`src/hw/rtl/lsf_pkg.sv`:
```
package lsf_pkg;

    localparam int TABLE_DEPTH = 32;
    localparam int NUM_PORTS   = 8;

    localparam int ADDR_W   = 8;
    localparam int PORT_W   = 3;
    localparam int MASK_W   = 8;
    localparam int LIMIT_W  = 4;
    localparam int TBL_AW   = $clog2(TABLE_DEPTH);
    localparam int TBL_CW   = $clog2(TABLE_DEPTH + 1);
    localparam int CFG_AW   = 1;

    localparam logic [CFG_AW-1:0] REG_TREE_PORT_MASK = 1'd0;
    localparam logic [CFG_AW-1:0] REG_PORTS_IN_USE   = 1'd1;

    localparam logic [LIMIT_W-1:0] PORTS_IN_USE_RST = 4'd8;

    typedef enum logic {
        S_IDLE,
        S_LOOKUP
    } t_state;

    typedef struct packed {
        logic accept;
        logic emit;
    } t_cmd;

    typedef struct packed {
        logic out_free;
    } t_stat;

endpackage

```
`src/hw/rtl/lsf_hdr_if.sv`:
```
interface lsf_hdr_if;
    import lsf_pkg::*;

    logic              valid;
    logic              ready;
    logic [ADDR_W-1:0] src_addr;
    logic [ADDR_W-1:0] dst_addr;
    logic [PORT_W-1:0] in_port;

    modport source (output valid, src_addr, dst_addr, in_port, input ready);
    modport sink   (input valid, src_addr, dst_addr, in_port, output ready);
endinterface

```
`src/hw/rtl/lsf_res_if.sv`:
```
interface lsf_res_if;
    import lsf_pkg::*;

    logic              valid;
    logic              ready;
    logic [MASK_W-1:0] out_port_mask;
    logic              dst_known;
    logic              src_learned;
    logic              table_full;

    modport source (output valid, out_port_mask, dst_known, src_learned, table_full,
                    input ready);
    modport sink   (input valid, out_port_mask, dst_known, src_learned, table_full,
                    output ready);
endinterface

```
`src/hw/rtl/lsf_cfg_if.sv`:
```
interface lsf_cfg_if;
    import lsf_pkg::*;

    logic              valid;
    logic              ready;
    logic [CFG_AW-1:0] addr;
    logic [MASK_W-1:0] data;

    modport source (output valid, addr, data, input ready);
    modport sink   (input valid, addr, data, output ready);
endinterface

```
`src/hw/rtl/lsf_ctrl.sv`:
```
module lsf_ctrl
    import lsf_pkg::*;
(
    input  logic  i_clk,
    input  logic  i_rst_n,
    input  logic  i_hdr_valid,
    output logic  o_hdr_ready,
    input  t_stat i_stat,
    output t_cmd  o_cmd
);

    t_state r_state;
    t_state n_state;

    always_ff @(posedge i_clk) begin
        if (!i_rst_n) begin
            r_state <= S_IDLE;
        end else begin
            r_state <= n_state;
        end
    end

    always_comb begin
        n_state     = r_state;
        o_hdr_ready = 1'b0;
        o_cmd       = '0;
        case (r_state)
            S_IDLE: begin
                // learn the source on the accept edge; take nothing in reset
                o_hdr_ready = i_rst_n;
                if (i_hdr_valid && i_rst_n) begin
                    o_cmd.accept = 1'b1;
                    n_state      = S_LOOKUP;
                end
            end
            S_LOOKUP: begin
                // hold until the output register can take the result
                if (i_stat.out_free) begin
                    o_cmd.emit = 1'b1;
                    n_state    = S_IDLE;
                end
            end
            default: begin
                n_state = S_IDLE;
            end
        endcase
    end

endmodule

```
`src/hw/rtl/lsf_dp.sv`:
```
module lsf_dp
    import lsf_pkg::*;
(
    input  logic              i_clk,
    input  logic              i_rst_n,
    input  t_cmd              i_cmd,
    output t_stat             o_stat,
    input  logic [ADDR_W-1:0] i_src_addr,
    input  logic [ADDR_W-1:0] i_dst_addr,
    input  logic [PORT_W-1:0] i_in_port,
    input  logic              i_cfg_we,
    input  logic [CFG_AW-1:0] i_cfg_addr,
    input  logic [MASK_W-1:0] i_cfg_data,
    output logic              o_res_valid,
    input  logic              i_res_ready,
    output logic [MASK_W-1:0] o_out_port_mask,
    output logic              o_dst_known,
    output logic              o_src_learned,
    output logic              o_table_full
);

    logic [ADDR_W-1:0]  r_keys  [TABLE_DEPTH];
    logic [PORT_W-1:0]  r_ports [TABLE_DEPTH];
    logic [TBL_CW-1:0]  r_used;
    logic [MASK_W-1:0]  r_tree_mask;
    logic [LIMIT_W-1:0] r_ports_in_use;

    logic [ADDR_W-1:0]  r_dst;
    logic [PORT_W-1:0]  r_in_port;
    logic               r_learned;
    logic               r_full;

    logic               r_out_valid;
    logic [MASK_W-1:0]  r_out_mask;
    logic               r_out_known;
    logic               r_out_learned;
    logic               r_out_full;

    logic               src_hit;
    logic               dst_hit;
    logic [TBL_AW-1:0]  dst_slot;
    logic               tbl_has_room;
    logic               do_learn;
    logic [PORT_W-1:0]  dst_port;
    logic               n_known;
    logic [MASK_W-1:0]  n_mask;
    logic [LIMIT_W-1:0] limit;

    // parallel compare over valid entries; keys are unique so the hit is one-hot
    always_comb begin
        src_hit  = 1'b0;
        dst_hit  = 1'b0;
        dst_slot = '0;
        for (int i = 0; i < TABLE_DEPTH; i++) begin
            if (TBL_CW'(i) < r_used) begin
                if (r_keys[i] == i_src_addr) begin
                    src_hit = 1'b1;
                end
                if (r_keys[i] == r_dst) begin
                    dst_hit  = 1'b1;
                    dst_slot = dst_slot | TBL_AW'(i);
                end
            end
        end
    end

    assign tbl_has_room = (r_used < TBL_CW'(TABLE_DEPTH));
    assign do_learn     = i_cmd.accept && !src_hit && tbl_has_room;
    assign dst_port     = r_ports[dst_slot];

    always_comb begin
        limit = r_ports_in_use;
        if (limit > LIMIT_W'(NUM_PORTS)) begin
            limit = LIMIT_W'(NUM_PORTS);
        end
        if (limit > LIMIT_W'(MASK_W)) begin
            limit = LIMIT_W'(MASK_W);
        end
        n_known = dst_hit && r_tree_mask[dst_port];
        n_mask  = '0;
        if (n_known) begin
            n_mask[dst_port] = 1'b1;
        end else begin
            for (int k = 0; k < MASK_W; k++) begin
                n_mask[k] = (LIMIT_W'(k) < limit) && (PORT_W'(k) != r_in_port)
                            && r_tree_mask[k];
            end
        end
    end

    assign o_stat.out_free = !r_out_valid || i_res_ready;

    always_ff @(posedge i_clk) begin
        if (!i_rst_n) begin
            r_used         <= '0;
            r_tree_mask    <= '0;
            r_ports_in_use <= PORTS_IN_USE_RST;
            r_out_valid    <= 1'b0;
        end else begin
            if (i_cfg_we) begin
                case (i_cfg_addr)
                    REG_TREE_PORT_MASK: r_tree_mask    <= i_cfg_data;
                    REG_PORTS_IN_USE:   r_ports_in_use <= i_cfg_data[LIMIT_W-1:0];
                    default: ;
                endcase
            end
            if (do_learn) begin
                r_used <= r_used + 1'b1;
            end
            if (i_cmd.emit) begin
                r_out_valid <= 1'b1;
            end else if (i_res_ready) begin
                r_out_valid <= 1'b0;
            end
        end
    end

    always_ff @(posedge i_clk) begin
        if (do_learn) begin
            r_keys[r_used[TBL_AW-1:0]]  <= i_src_addr;
            r_ports[r_used[TBL_AW-1:0]] <= i_in_port;
        end
        if (i_cmd.accept) begin
            r_dst     <= i_dst_addr;
            r_in_port <= i_in_port;
            r_learned <= !src_hit && tbl_has_room;
            r_full    <= !src_hit && !tbl_has_room;
        end
        if (i_cmd.emit) begin
            r_out_mask    <= n_mask;
            r_out_known   <= n_known;
            r_out_learned <= r_learned;
            r_out_full    <= r_full;
        end
    end

    assign o_res_valid     = r_out_valid;
    assign o_out_port_mask = r_out_mask;
    assign o_dst_known     = r_out_known;
    assign o_src_learned   = r_out_learned;
    assign o_table_full    = r_out_full;

endmodule

```
`src/hw/rtl/learning_switch_forwarder_top.sv`:
```
// Learning switch address table and forwarder.
// i_hdr carries one packet header per transaction (source, destination,
// ingress port). o_res returns one forwarding decision per header: the
// egress port mask, whether the destination was a known in-tree unicast,
// and whether the source was learned or dropped because the table is full.
// i_cfg writes the tree port mask (index 0) and the attached port count
// (index 1); it is ready outside reset and should be used only while idle.
// The source is compared against all learned entries and appended on the
// accept cycle; the destination lookup runs in the following cycle and the
// result is registered once the output register is free.
// A header is taken only from the idle state, never while one is in lookup.
// A stalled receiver holds the result register; the header in lookup waits
// for it and no new header is taken meanwhile.
// Reset empties the table, clears the tree mask and sets the port count to 8;
// no transaction is taken while reset is asserted.
module learning_switch_forwarder_top
    import lsf_pkg::*;
(
    input logic       i_clk,
    input logic       i_rst_n,
    lsf_hdr_if.sink   i_hdr,
    lsf_res_if.source o_res,
    lsf_cfg_if.sink   i_cfg
);

    t_cmd  cmd;
    t_stat stat;
    logic  hdr_ready;

    assign i_hdr.ready = hdr_ready;
    assign i_cfg.ready = i_rst_n;

    lsf_ctrl u_ctrl (
        .i_clk       (i_clk),
        .i_rst_n     (i_rst_n),
        .i_hdr_valid (i_hdr.valid),
        .o_hdr_ready (hdr_ready),
        .i_stat      (stat),
        .o_cmd       (cmd)
    );

    lsf_dp u_dp (
        .i_clk           (i_clk),
        .i_rst_n         (i_rst_n),
        .i_cmd           (cmd),
        .o_stat          (stat),
        .i_src_addr      (i_hdr.src_addr),
        .i_dst_addr      (i_hdr.dst_addr),
        .i_in_port       (i_hdr.in_port),
        .i_cfg_we        (i_cfg.valid),
        .i_cfg_addr      (i_cfg.addr),
        .i_cfg_data      (i_cfg.data),
        .o_res_valid     (o_res.valid),
        .i_res_ready     (o_res.ready),
        .o_out_port_mask (o_res.out_port_mask),
        .o_dst_known     (o_res.dst_known),
        .o_src_learned   (o_res.src_learned),
        .o_table_full    (o_res.table_full)
    );

endmodule

```
`src/flat_wrapper.sv`:
```
// flat-port wrapper written by rule: the top's interface ports become plain ports
module learning_switch_forwarder_top_flat import lsf_pkg::*;
  (i_clk, i_rst_n, i_hdr_valid, i_hdr_src_addr, i_hdr_dst_addr, i_hdr_in_port, i_hdr_ready, o_res_valid, o_res_out_port_mask, o_res_dst_known, o_res_src_learned, o_res_table_full, o_res_ready, i_cfg_valid, i_cfg_addr, i_cfg_data, i_cfg_ready);
  lsf_hdr_if i_hdr_i ();
  lsf_res_if o_res_i ();
  lsf_cfg_if i_cfg_i ();
  input logic i_clk;
  input logic i_rst_n;
  input wire logic [$bits(i_hdr_i.valid)-1:0] i_hdr_valid;
  input wire logic [$bits(i_hdr_i.src_addr)-1:0] i_hdr_src_addr;
  input wire logic [$bits(i_hdr_i.dst_addr)-1:0] i_hdr_dst_addr;
  input wire logic [$bits(i_hdr_i.in_port)-1:0] i_hdr_in_port;
  output wire logic [$bits(i_hdr_i.ready)-1:0] i_hdr_ready;
  output wire logic [$bits(o_res_i.valid)-1:0] o_res_valid;
  output wire logic [$bits(o_res_i.out_port_mask)-1:0] o_res_out_port_mask;
  output wire logic [$bits(o_res_i.dst_known)-1:0] o_res_dst_known;
  output wire logic [$bits(o_res_i.src_learned)-1:0] o_res_src_learned;
  output wire logic [$bits(o_res_i.table_full)-1:0] o_res_table_full;
  input wire logic [$bits(o_res_i.ready)-1:0] o_res_ready;
  input wire logic [$bits(i_cfg_i.valid)-1:0] i_cfg_valid;
  input wire logic [$bits(i_cfg_i.addr)-1:0] i_cfg_addr;
  input wire logic [$bits(i_cfg_i.data)-1:0] i_cfg_data;
  output wire logic [$bits(i_cfg_i.ready)-1:0] i_cfg_ready;
  assign i_hdr_i.valid = i_hdr_valid;
  assign i_hdr_i.src_addr = i_hdr_src_addr;
  assign i_hdr_i.dst_addr = i_hdr_dst_addr;
  assign i_hdr_i.in_port = i_hdr_in_port;
  assign i_hdr_ready = i_hdr_i.ready;
  assign o_res_valid = o_res_i.valid;
  assign o_res_out_port_mask = o_res_i.out_port_mask;
  assign o_res_dst_known = o_res_i.dst_known;
  assign o_res_src_learned = o_res_i.src_learned;
  assign o_res_table_full = o_res_i.table_full;
  assign o_res_i.ready = o_res_ready;
  assign i_cfg_i.valid = i_cfg_valid;
  assign i_cfg_i.addr = i_cfg_addr;
  assign i_cfg_i.data = i_cfg_data;
  assign i_cfg_ready = i_cfg_i.ready;
  learning_switch_forwarder_top u_core (.i_clk(i_clk), .i_rst_n(i_rst_n), .i_hdr(i_hdr_i), .o_res(o_res_i), .i_cfg(i_cfg_i));
endmodule
```
`config.mk`:
```
export PLATFORM = sky130hd
export DESIGN_NAME = learning_switch_forwarder_top_flat
export DESIGN_NICKNAME = d
export VERILOG_FILES = /design/src/hw/rtl/lsf_pkg.sv /design/src/hw/rtl/lsf_hdr_if.sv /design/src/hw/rtl/lsf_res_if.sv /design/src/hw/rtl/lsf_cfg_if.sv /design/src/hw/rtl/lsf_ctrl.sv /design/src/hw/rtl/lsf_dp.sv /design/src/hw/rtl/learning_switch_forwarder_top.sv /design/src/flat_wrapper.sv
export SDC_FILE = /design/constraint.sdc
export NUM_CORES = 1
export LEC_CHECK = 0
export ABC_AREA = 1
export BUFFER_PORTS_ARGS = -buffer_cell sky130_fd_sc_hd__buf_2
export CORE_ASPECT_RATIO = 0.5
export CORE_UTILIZATION = 35
export DETAILED_ROUTE_END_ITERATION = 8
export PLACE_DENSITY_LB_ADDON = 0.08
export SYNTH_ARGS = -nofsm -noshare
export SYNTH_HDL_FRONTEND = slang
export SYNTH_HIERARCHICAL = 1
export SYNTH_SLANG_ARGS = --single-unit
```
`constraint.sdc`:
```
create_clock -name i_clk -period 3.6 [get_ports i_clk]
set_input_delay 0.72 -clock i_clk [delete_from_list [all_inputs] [get_ports i_clk]]
set_output_delay 0.72 -clock i_clk [all_outputs]
set_load 0.02 [all_outputs]
```
# Word-level counts from Yosys, hierarchy flattened
# Memories as Yosys holds them, arrays and structs flattened.
# Index checks and enable logic that the tools add are counted.
# totals
regBits	44
ram_bits	352
in_bits	33
output_inout_bits	14
elab_cells	373
mem_count	2
# memory_table
name	depth	width	rd	rd_clocked_by_memory_dff	wr	line	text
u_core.u_dp.r_keys	32	8	32	0	1	lsf_dp.sv:22	logic [ADDR_W-1:0] r_keys [TABLE_DEPTH];
u_core.u_dp.r_ports	32	3	1	0	1	lsf_dp.sv:23	logic [PORT_W-1:0] r_ports [TABLE_DEPTH];
# op_classes
n_addsub	1
n_lt_le_gt_ge	45
eq_ne	71
mux	208
bitwise	2
reduce_logical	31
# op_table
op	count
$eq 8x8->1	64
$mux 5	32
$mux 1	142
$lt 5x6->1 const A	16
$mux 4	18
$lt 4x6->1 const A	8
$lt 3x6->1 const A	4
$mux 3	8
$logic_and 1x1->1	23
$lt 3x4->1 const A	4
$lt 1x6->1 const A	2
$lt 2x6->1 const A	2
$ne 3x3->1 const A	4
$gt 4x4->1 const B	2
$lt 1x4->1 const A	2
$lt 2x4->1 const A	2
$mux 2	4
$mux 8	1
$add 6x1->6 const B	1
$lt 6x6->1 const B	1
$ne 2x3->1 const A	2
$lt 3x4->1 const B	1
$reduce_and 2->1	2
$bmux 1 s3	1
9 further kinds	12

# Longest topological paths before layout
# An unclocked memory read counts as a cell.
# depth
ltp_word	71
mapped_depth	29
ltp_nobuf	26

# Hierarchy
# Netlist, hierarchy kept.
# by_module_without_submodules
module	n_inst	cells_per_inst	area_each_um2	seq_area_each_um2
lsf_dp	1	2129	21560.7	11671.2
lsf_ctrl	1	11	65.1	20.0
learning_switch_forwarder_top	1	1	7.5	0.0

# Worst setup path after synthesis
# Ideal clock, no wire load.
# synth_timing
kind	input-to-reg
startpoint	input i_hdr_src_addr[6]
endpoint	memory u_core.u_dp.r_keys[16][0], enable pin
setup_ns	0.378
arrival_ns	3.197
required_time_ns	3.222
path_slack_ns	0.025
path_stages	14
path_buffers	2
path_cell_list	clkbuf_1 > clkbuf_1 > nand2_1 > nand4_1 > nor3_1 > a31oi_1 > o311ai_0 > nor4_1 > nand3_1 > nor2_1 > nand2_1 > inv_1 > nand2_1 > nor2_1
# synth_via
elab_chain_cells	70
elab_cells_between_ends	101
classes_between	32 x eq/ne; 66 x mux; 3 x reduce/logical
# synth_rtl
item	line	text
from (decl)	flat_wrapper.sv:10	input wire logic [$bits(i_hdr_i.src_addr)-1:0] i_hdr_src_addr;
$eq 8x8->1	lsf_dp.sv:56	if (r_keys[i] == i_src_addr) begin
$mux 1	lsf_dp.sv:56	
$mux 1	lsf_dp.sv:55	if (TBL_CW'(i) < r_used) begin
$mux 1	lsf_dp.sv:56	
$mux 1	lsf_dp.sv:55	
$mux 1	lsf_dp.sv:56	
$mux 1	lsf_dp.sv:55	
$mux 1	lsf_dp.sv:56	
[53 not listed]	--	
$mux 1	lsf_dp.sv:56	
$mux 1	lsf_dp.sv:55	
$mux 1	lsf_dp.sv:56	
$mux 1 *	lsf_dp.sv:55	
$logic_not 1->1 *	lsf_dp.sv:68	assign do_learn = i_cmd.accept && !src_hit && tbl_has_room;
$logic_and 1x1->1 * (2 in a row)	lsf_dp.sv:68	
$mux 1 *	lsf_dp.sv:119	if (do_learn) begin
$mux 1 (not written as such) *	lsf_dp.sv:120	r_keys[r_used[TBL_AW-1:0]] <= i_src_addr;
to (decl)	lsf_dp.sv:22	
# Mark *: on every way between the ends. The rest lies on a longest branch, timed or not.

# Worst setup path after layout
# layout_timing
startpoint	register u_core.u_dp.r_dst[1]
endpoint	register u_core.u_dp.r_out_mask[2] (netlist: u_core/u_dp/o_out_port_mask[2]), data pin
# layout_via
elab_chain_cells	69
elab_cells_between_ends	168
classes_between	2 x order compare; 32 x eq/ne; 131 x mux; 2 x reduce/logical; 1 x memory
# layout_rtl
item	line	text
from (decl)	lsf_dp.sv:28	logic [ADDR_W-1:0] r_dst;
from (signal assigned)	lsf_dp.sv:124	r_dst <= i_dst_addr;
$eq 8x8->1	lsf_dp.sv:59	if (r_keys[i] == r_dst) begin
$mux 1	lsf_dp.sv:59	
$mux 1	lsf_dp.sv:55	
$mux 2	lsf_dp.sv:59	
$mux 2	lsf_dp.sv:55	
$mux 2	lsf_dp.sv:59	
$mux 2	lsf_dp.sv:55	
$mux 3	lsf_dp.sv:59	
[54 not listed]	--	
$mux 5	lsf_dp.sv:55	
$mem_v2 32x3	--	
$lt 3x4->1 (not written as such) / $ge 3x1->1 (equally long branches)	lsf_dp.sv:82	n_mask[dst_port] = 1'b1;
$logic_and 1x1->1 (not written as such)	lsf_dp.sv:82	
$mux 1 (not written as such)	lsf_dp.sv:82	
$demux 1 s3	lsf_dp.sv:82	
$mux 8 *	lsf_dp.sv:81	if (n_known) begin
net u_core.u_dp.n_mask[2]	lsf_dp.sv:46	logic [MASK_W-1:0] n_mask;
to (signal assigned)	lsf_dp.sv:130	r_out_mask <= n_mask;
to (decl)	lsf_dp.sv:34	logic [MASK_W-1:0] r_out_mask;
# Mark *: on every way through the listed nets, which the timed path passes. The rest lies on a longest branch. The select of a mux whose other input is x is not followed.
# A chain may end at the register's enable or synchronous reset.

==> impl_metrics.csv <==
group,metric,value,unit
power_and_ir_drop,clockPowerShare,42.4,%
setup_path,critPathRequiredTime,3.92,ns
detailed_routing,drt-initial-drc-count,1939,
detailed_routing,post_drt_wl_per_cell,25.1,µm
setup_path,cp-startpoint,"u_core/u_dp/r_dst[1]",
timing,finalHoldViolations,0,
synthesis,yosysSeqAreaShare,54.0,%
detailed_routing,ant_nets,0,
cts,cts_buffers,41,
detailed_routing,drt-total-wl,88.8,mm
cts,cts_tree,"built",
timing,rsz0062_at_grt,"true",
die,die_w,354,µm
power_and_ir_drop,power.density,350,nW/µm²
global_routing,grt_remaining_overflow,0,
setup_path,slowest_stage,"edfxtp_1",
global_routing,grt_usage,28.2,%
timing,finalWorstSetupSlack,-0.216,ns
setup_path,slowest_delay,0.50,ns
finish,finalNetCount,2736,
place,hpwl,64.0,mm
finish,utilization,51.0,%
cts,insertion_delay,0.58,ns
synthesis,ys_ff_latch,396,
setup_path,path_delay_family,"simple AND/OR/NAND/NOR gates",
synthesis,netlist_area,21600,µm²
timing,setup_viol,9,
timing,max_freq,262,MHz
die,initial_utilization,36.0,%
cts,clk_path_buf_depth,3,
power_and_ir_drop,p_sw_share,24.3,%
finish,n_fill_cell,5432,
finish,area_growth,41.9,%
place,gp_congestion,0.974,
power_and_ir_drop,leakage,12.2,nW
timing,fin_worst_skew,0.0227,ns
cts,clock_sinks,396,
synthesis,ys_types,53,
cts,path_clk_slew,0.06,ns
detailed_routing,drt_pass1_iterations,5,
global_routing,antenna_found_initial,5,
global_routing,grt_pass1_vias,17300,
setup_path,endpoint_kind,"flip-flop",
die,num_rows,63,
detailed_routing,wl_met2,36.1,mm
timing,tns,-1.76,ns
cts,cts-root-buf,"clkbuf_16",
status,status,"finished with violations",
finish,drive_gt1_share,35.5,%
synthesis,synth_cells,2141,
detailed_routing,wl_met1,41.8,mm
timing,maxSlewViolCount,0,
synthesis,yosys_warnings,6,
detailed_routing,vias,18300,
setup_path,cp-start-kind,"flip-flop",
setup_path,crit_type,"flip-flop to flip-flop",
synthesis,synth_ff_type,"edfxtp_1",
run,cap_viol_max_count,0,
status,failed_checks,"setup timing",
power_and_ir_drop,peakVddDrop,264,µV
detailed_routing,drc,0,
setup_path,cp.buffers_inverters,5,
min_path,hold_start,"i_hdr_dst_addr[0]",
setup_path,worstPathArrival,4.13,ns
detailed_routing,drt-vias-per-instance,5.16,
timing,fin_crit_sh,106,%
setup_path,crit_fanout,7,
min_path,hold_path.class,"input port to flip-flop",
global_routing,grt_max_degree,34,
timing,max_slew.worst_pin.slew,1.32,ns
setup_path,cp_common_cell,"nand2_1",
synthesis,postSynth.asyncResetShare,0,%
die,io_pins,47,
power_and_ir_drop,p_int,8.14,mW
detailed_routing,met3_length,9.00,mm
detailed_routing,top_layer,"met5",
power_and_ir_drop,seqPwrFrac,47.4,%
place,portBuffers,46,
synthesis,synth_edf_count,376,
setup_path,reg2reg_from,"u_core/u_dp/r_dst[1]",
timing,period_needed,3.82,ns
cts,htreeDepth,2,
synthesis,synth_fp_nets,2178,
power_and_ir_drop,p_switching,2.61,mW
die,core,60100,µm²
timing,slew_headroom,11.4,%
synthesis,avgSynthCellArea,10.1,µm²
die,die_area,62900,µm²
power_and_ir_drop,power_frac_comb,10.2,%
cts,postCtsHoldBufs,0,
global_routing,grt_first_pass_wirelength,126,mm
die,fp.dieH,178,µm
-- Yosys cell counts, drive strengths merged (4+ instances only) --
cell    count  area [µm²]
nand2     462        1790
edfxtp    376       11300
xnor2     257        2250
nand3     202        1040
nor2      181         754
xor2      146        1280
inv       143         537
buf        81         637
nand4      63         400
o21ai      42         221
nor3       33         170
nor4       29         181
a21oi      27         135
dfxtp      20         400
or2        17         106
clkbuf      9        33.8
a211oi      6        45.0
clkinv      6        22.5
a311oi      5        43.8
nand3b      5        37.5
ha          4        50.1
-- final timing paths --
check | end | slack [ns] | depth (start not counted)
worst max-delay path | u_core/u_dp/o_out_port_mask[2] | -0.22 | 26
worst min-delay path | u_core/u_dp/r_dst[0] | 0.33 | 1
worst max register to register | u_core/u_dp/o_out_port_mask[2] | -0.22 | 26
worst min register to register | u_core/u_dp/o_table_full | 0.42 | 0
-- per-stage QoR --
step | hold slack [ns] | instances | cell area [µm²] | setup WS, ns | power [mW]
floorplan | 0.400 | 2141 | 21600 | 0.0247 | 5.63
global placement | 0.401 | 3377 | 26500 | -1.08 | 6.17
detailed placement | 0.411 | 3377 | 26500 | -1.21 | 6.16
CTS | 0.305 | 3536 | 30300 | -0.0699 | 10.8
global route | 0.308 | 3541 | 30700 | -0.298 | 11.1
finish | 0.325 | 3542 | 30700 | -0.216 | 10.7
-- repair_timing --
action                     CTS  global route
setup buffers               78             6
pin swaps                  118            78
gates resized for setup    347            97
hold endpoints to repair     0             0
setup endpoints to repair  363           278
cloned                      13             2
-- cells in the final DEF, fill, tap and decap left out, types with 7 or more instances in the layout --
master	instances
clkinv_1	12
nand2_4	18
nor2_4	31
nand2_2	45
dfxtp_1	16
nor2_2	22
clkbuf_1	7
buf_2	38
xnor2_1	241
buf_12	84
nand3_1	104
nor4_1	27
or2_2	15
xnor2_2	16
nand4_1	62
buf_6	45
inv_2	15
nand3_2	75
nor2_1	126
xor2_1	142
inv_1	119
o21ai_2	7
nand3_4	23
edfxtp_1	376
buf_8	8
clkbuf_16	43
inv_4	9
nand2_1	399
buf_4	419
nor3_1	27
o21ai_0	28
buf_16	9
a21oi_1	24
-- power by group through the flow --
stage | sequential, mW | combinational (mW) | clock, mW
after floorplan | 5.20 | 0.437 | 0
after global placement | 5.19 | 0.974 | 0
after detailed placement | 5.19 | 0.970 | 0
after CTS | 5.09 | 1.07 | 4.64
after global routing | 5.09 | 1.16 | 4.81
final | 5.09 | 1.10 | 4.55
-- cell families after synthesis --
family / Yosys count / share of synthesized area (%)
AND/OR/NAND/NOR: 1002 / 21.1
adder cells (fa/ha/maj): 4 / 0.231
flip-flops: 396 / 54.0
AO/OA/AOI/OAI: 97 / 2.66
buffers and inverters: 239 / 5.69
XOR/XNOR: 403 / 16.3
-- flip-flops by register name, indices dropped and copies added (netlist names) --
| register | flops |
|---|---|
| u_core/u_ctrl/r_state | 1 |
| u_core/u_dp/o_dst_known | 1 |
| u_core/u_dp/o_out_port_mask | 8 |
| u_core/u_dp/o_res_valid | 1 |
| u_core/u_dp/o_src_learned | 1 |
| u_core/u_dp/o_table_full | 1 |
| u_core/u_dp/r_dst | 8 |
| u_core/u_dp/r_full | 1 |
| u_core/u_dp/r_in_port | 3 |
| u_core/u_dp/r_keys | 256 |
| u_core/u_dp/r_learned | 1 |
| u_core/u_dp/r_ports | 96 |
| u_core/u_dp/r_ports_in_use | 4 |
| u_core/u_dp/r_tree_mask | 8 |
| u_core/u_dp/r_used | 6 |
-- cell type report --
class                      instances  area [µm²]  share of cell area (%)
sequential                       396       11700                    38.1
multi-input combinational       1507       10100                    32.9
timing repair buffer             604        5920                    19.3
clock buffer                      50        1100                    3.59
tap                              812        1020                    3.31
inverter                         149         593                    1.93
clock inverter                    23         262                   0.852
antenna                            1        2.50                 0.00815
-- worst register-to-register path, cell delays in order (launching register included) --
cell and delay (ns):
edfxtp_1 0.50, buf_12 0.20, buf_12 0.17, buf_4 0.15
xnor2_1 0.11, nand2_1 0.08, nor2_2 0.05, nand3b_1 0.21
nand2_2 0.12, nor2_2 0.14, nand2_2 0.10, nor2_4 0.18
buf_4 0.18, buf_16 0.13, nand3_2 0.14, nand3_2 0.14
nand3_4 0.10, nand2_1 0.09, nand2_2 0.06, nand2_4 0.13
nor2_4 0.06, nand2_1 0.07, nand2_2 0.08, nor2_8 0.16
nand2_4 0.09, nand2_1 0.07, nand2_1 0.05
-- metal layers --
layer  vias to the layer above  track usage, %
met5                         -               0
met4                         2            6.30
met3                       129            6.09
met2                       800            40.0
met1                      8988            43.2
li1                       8352               -
Note: power is estimated with default switching activity, not from simulation.
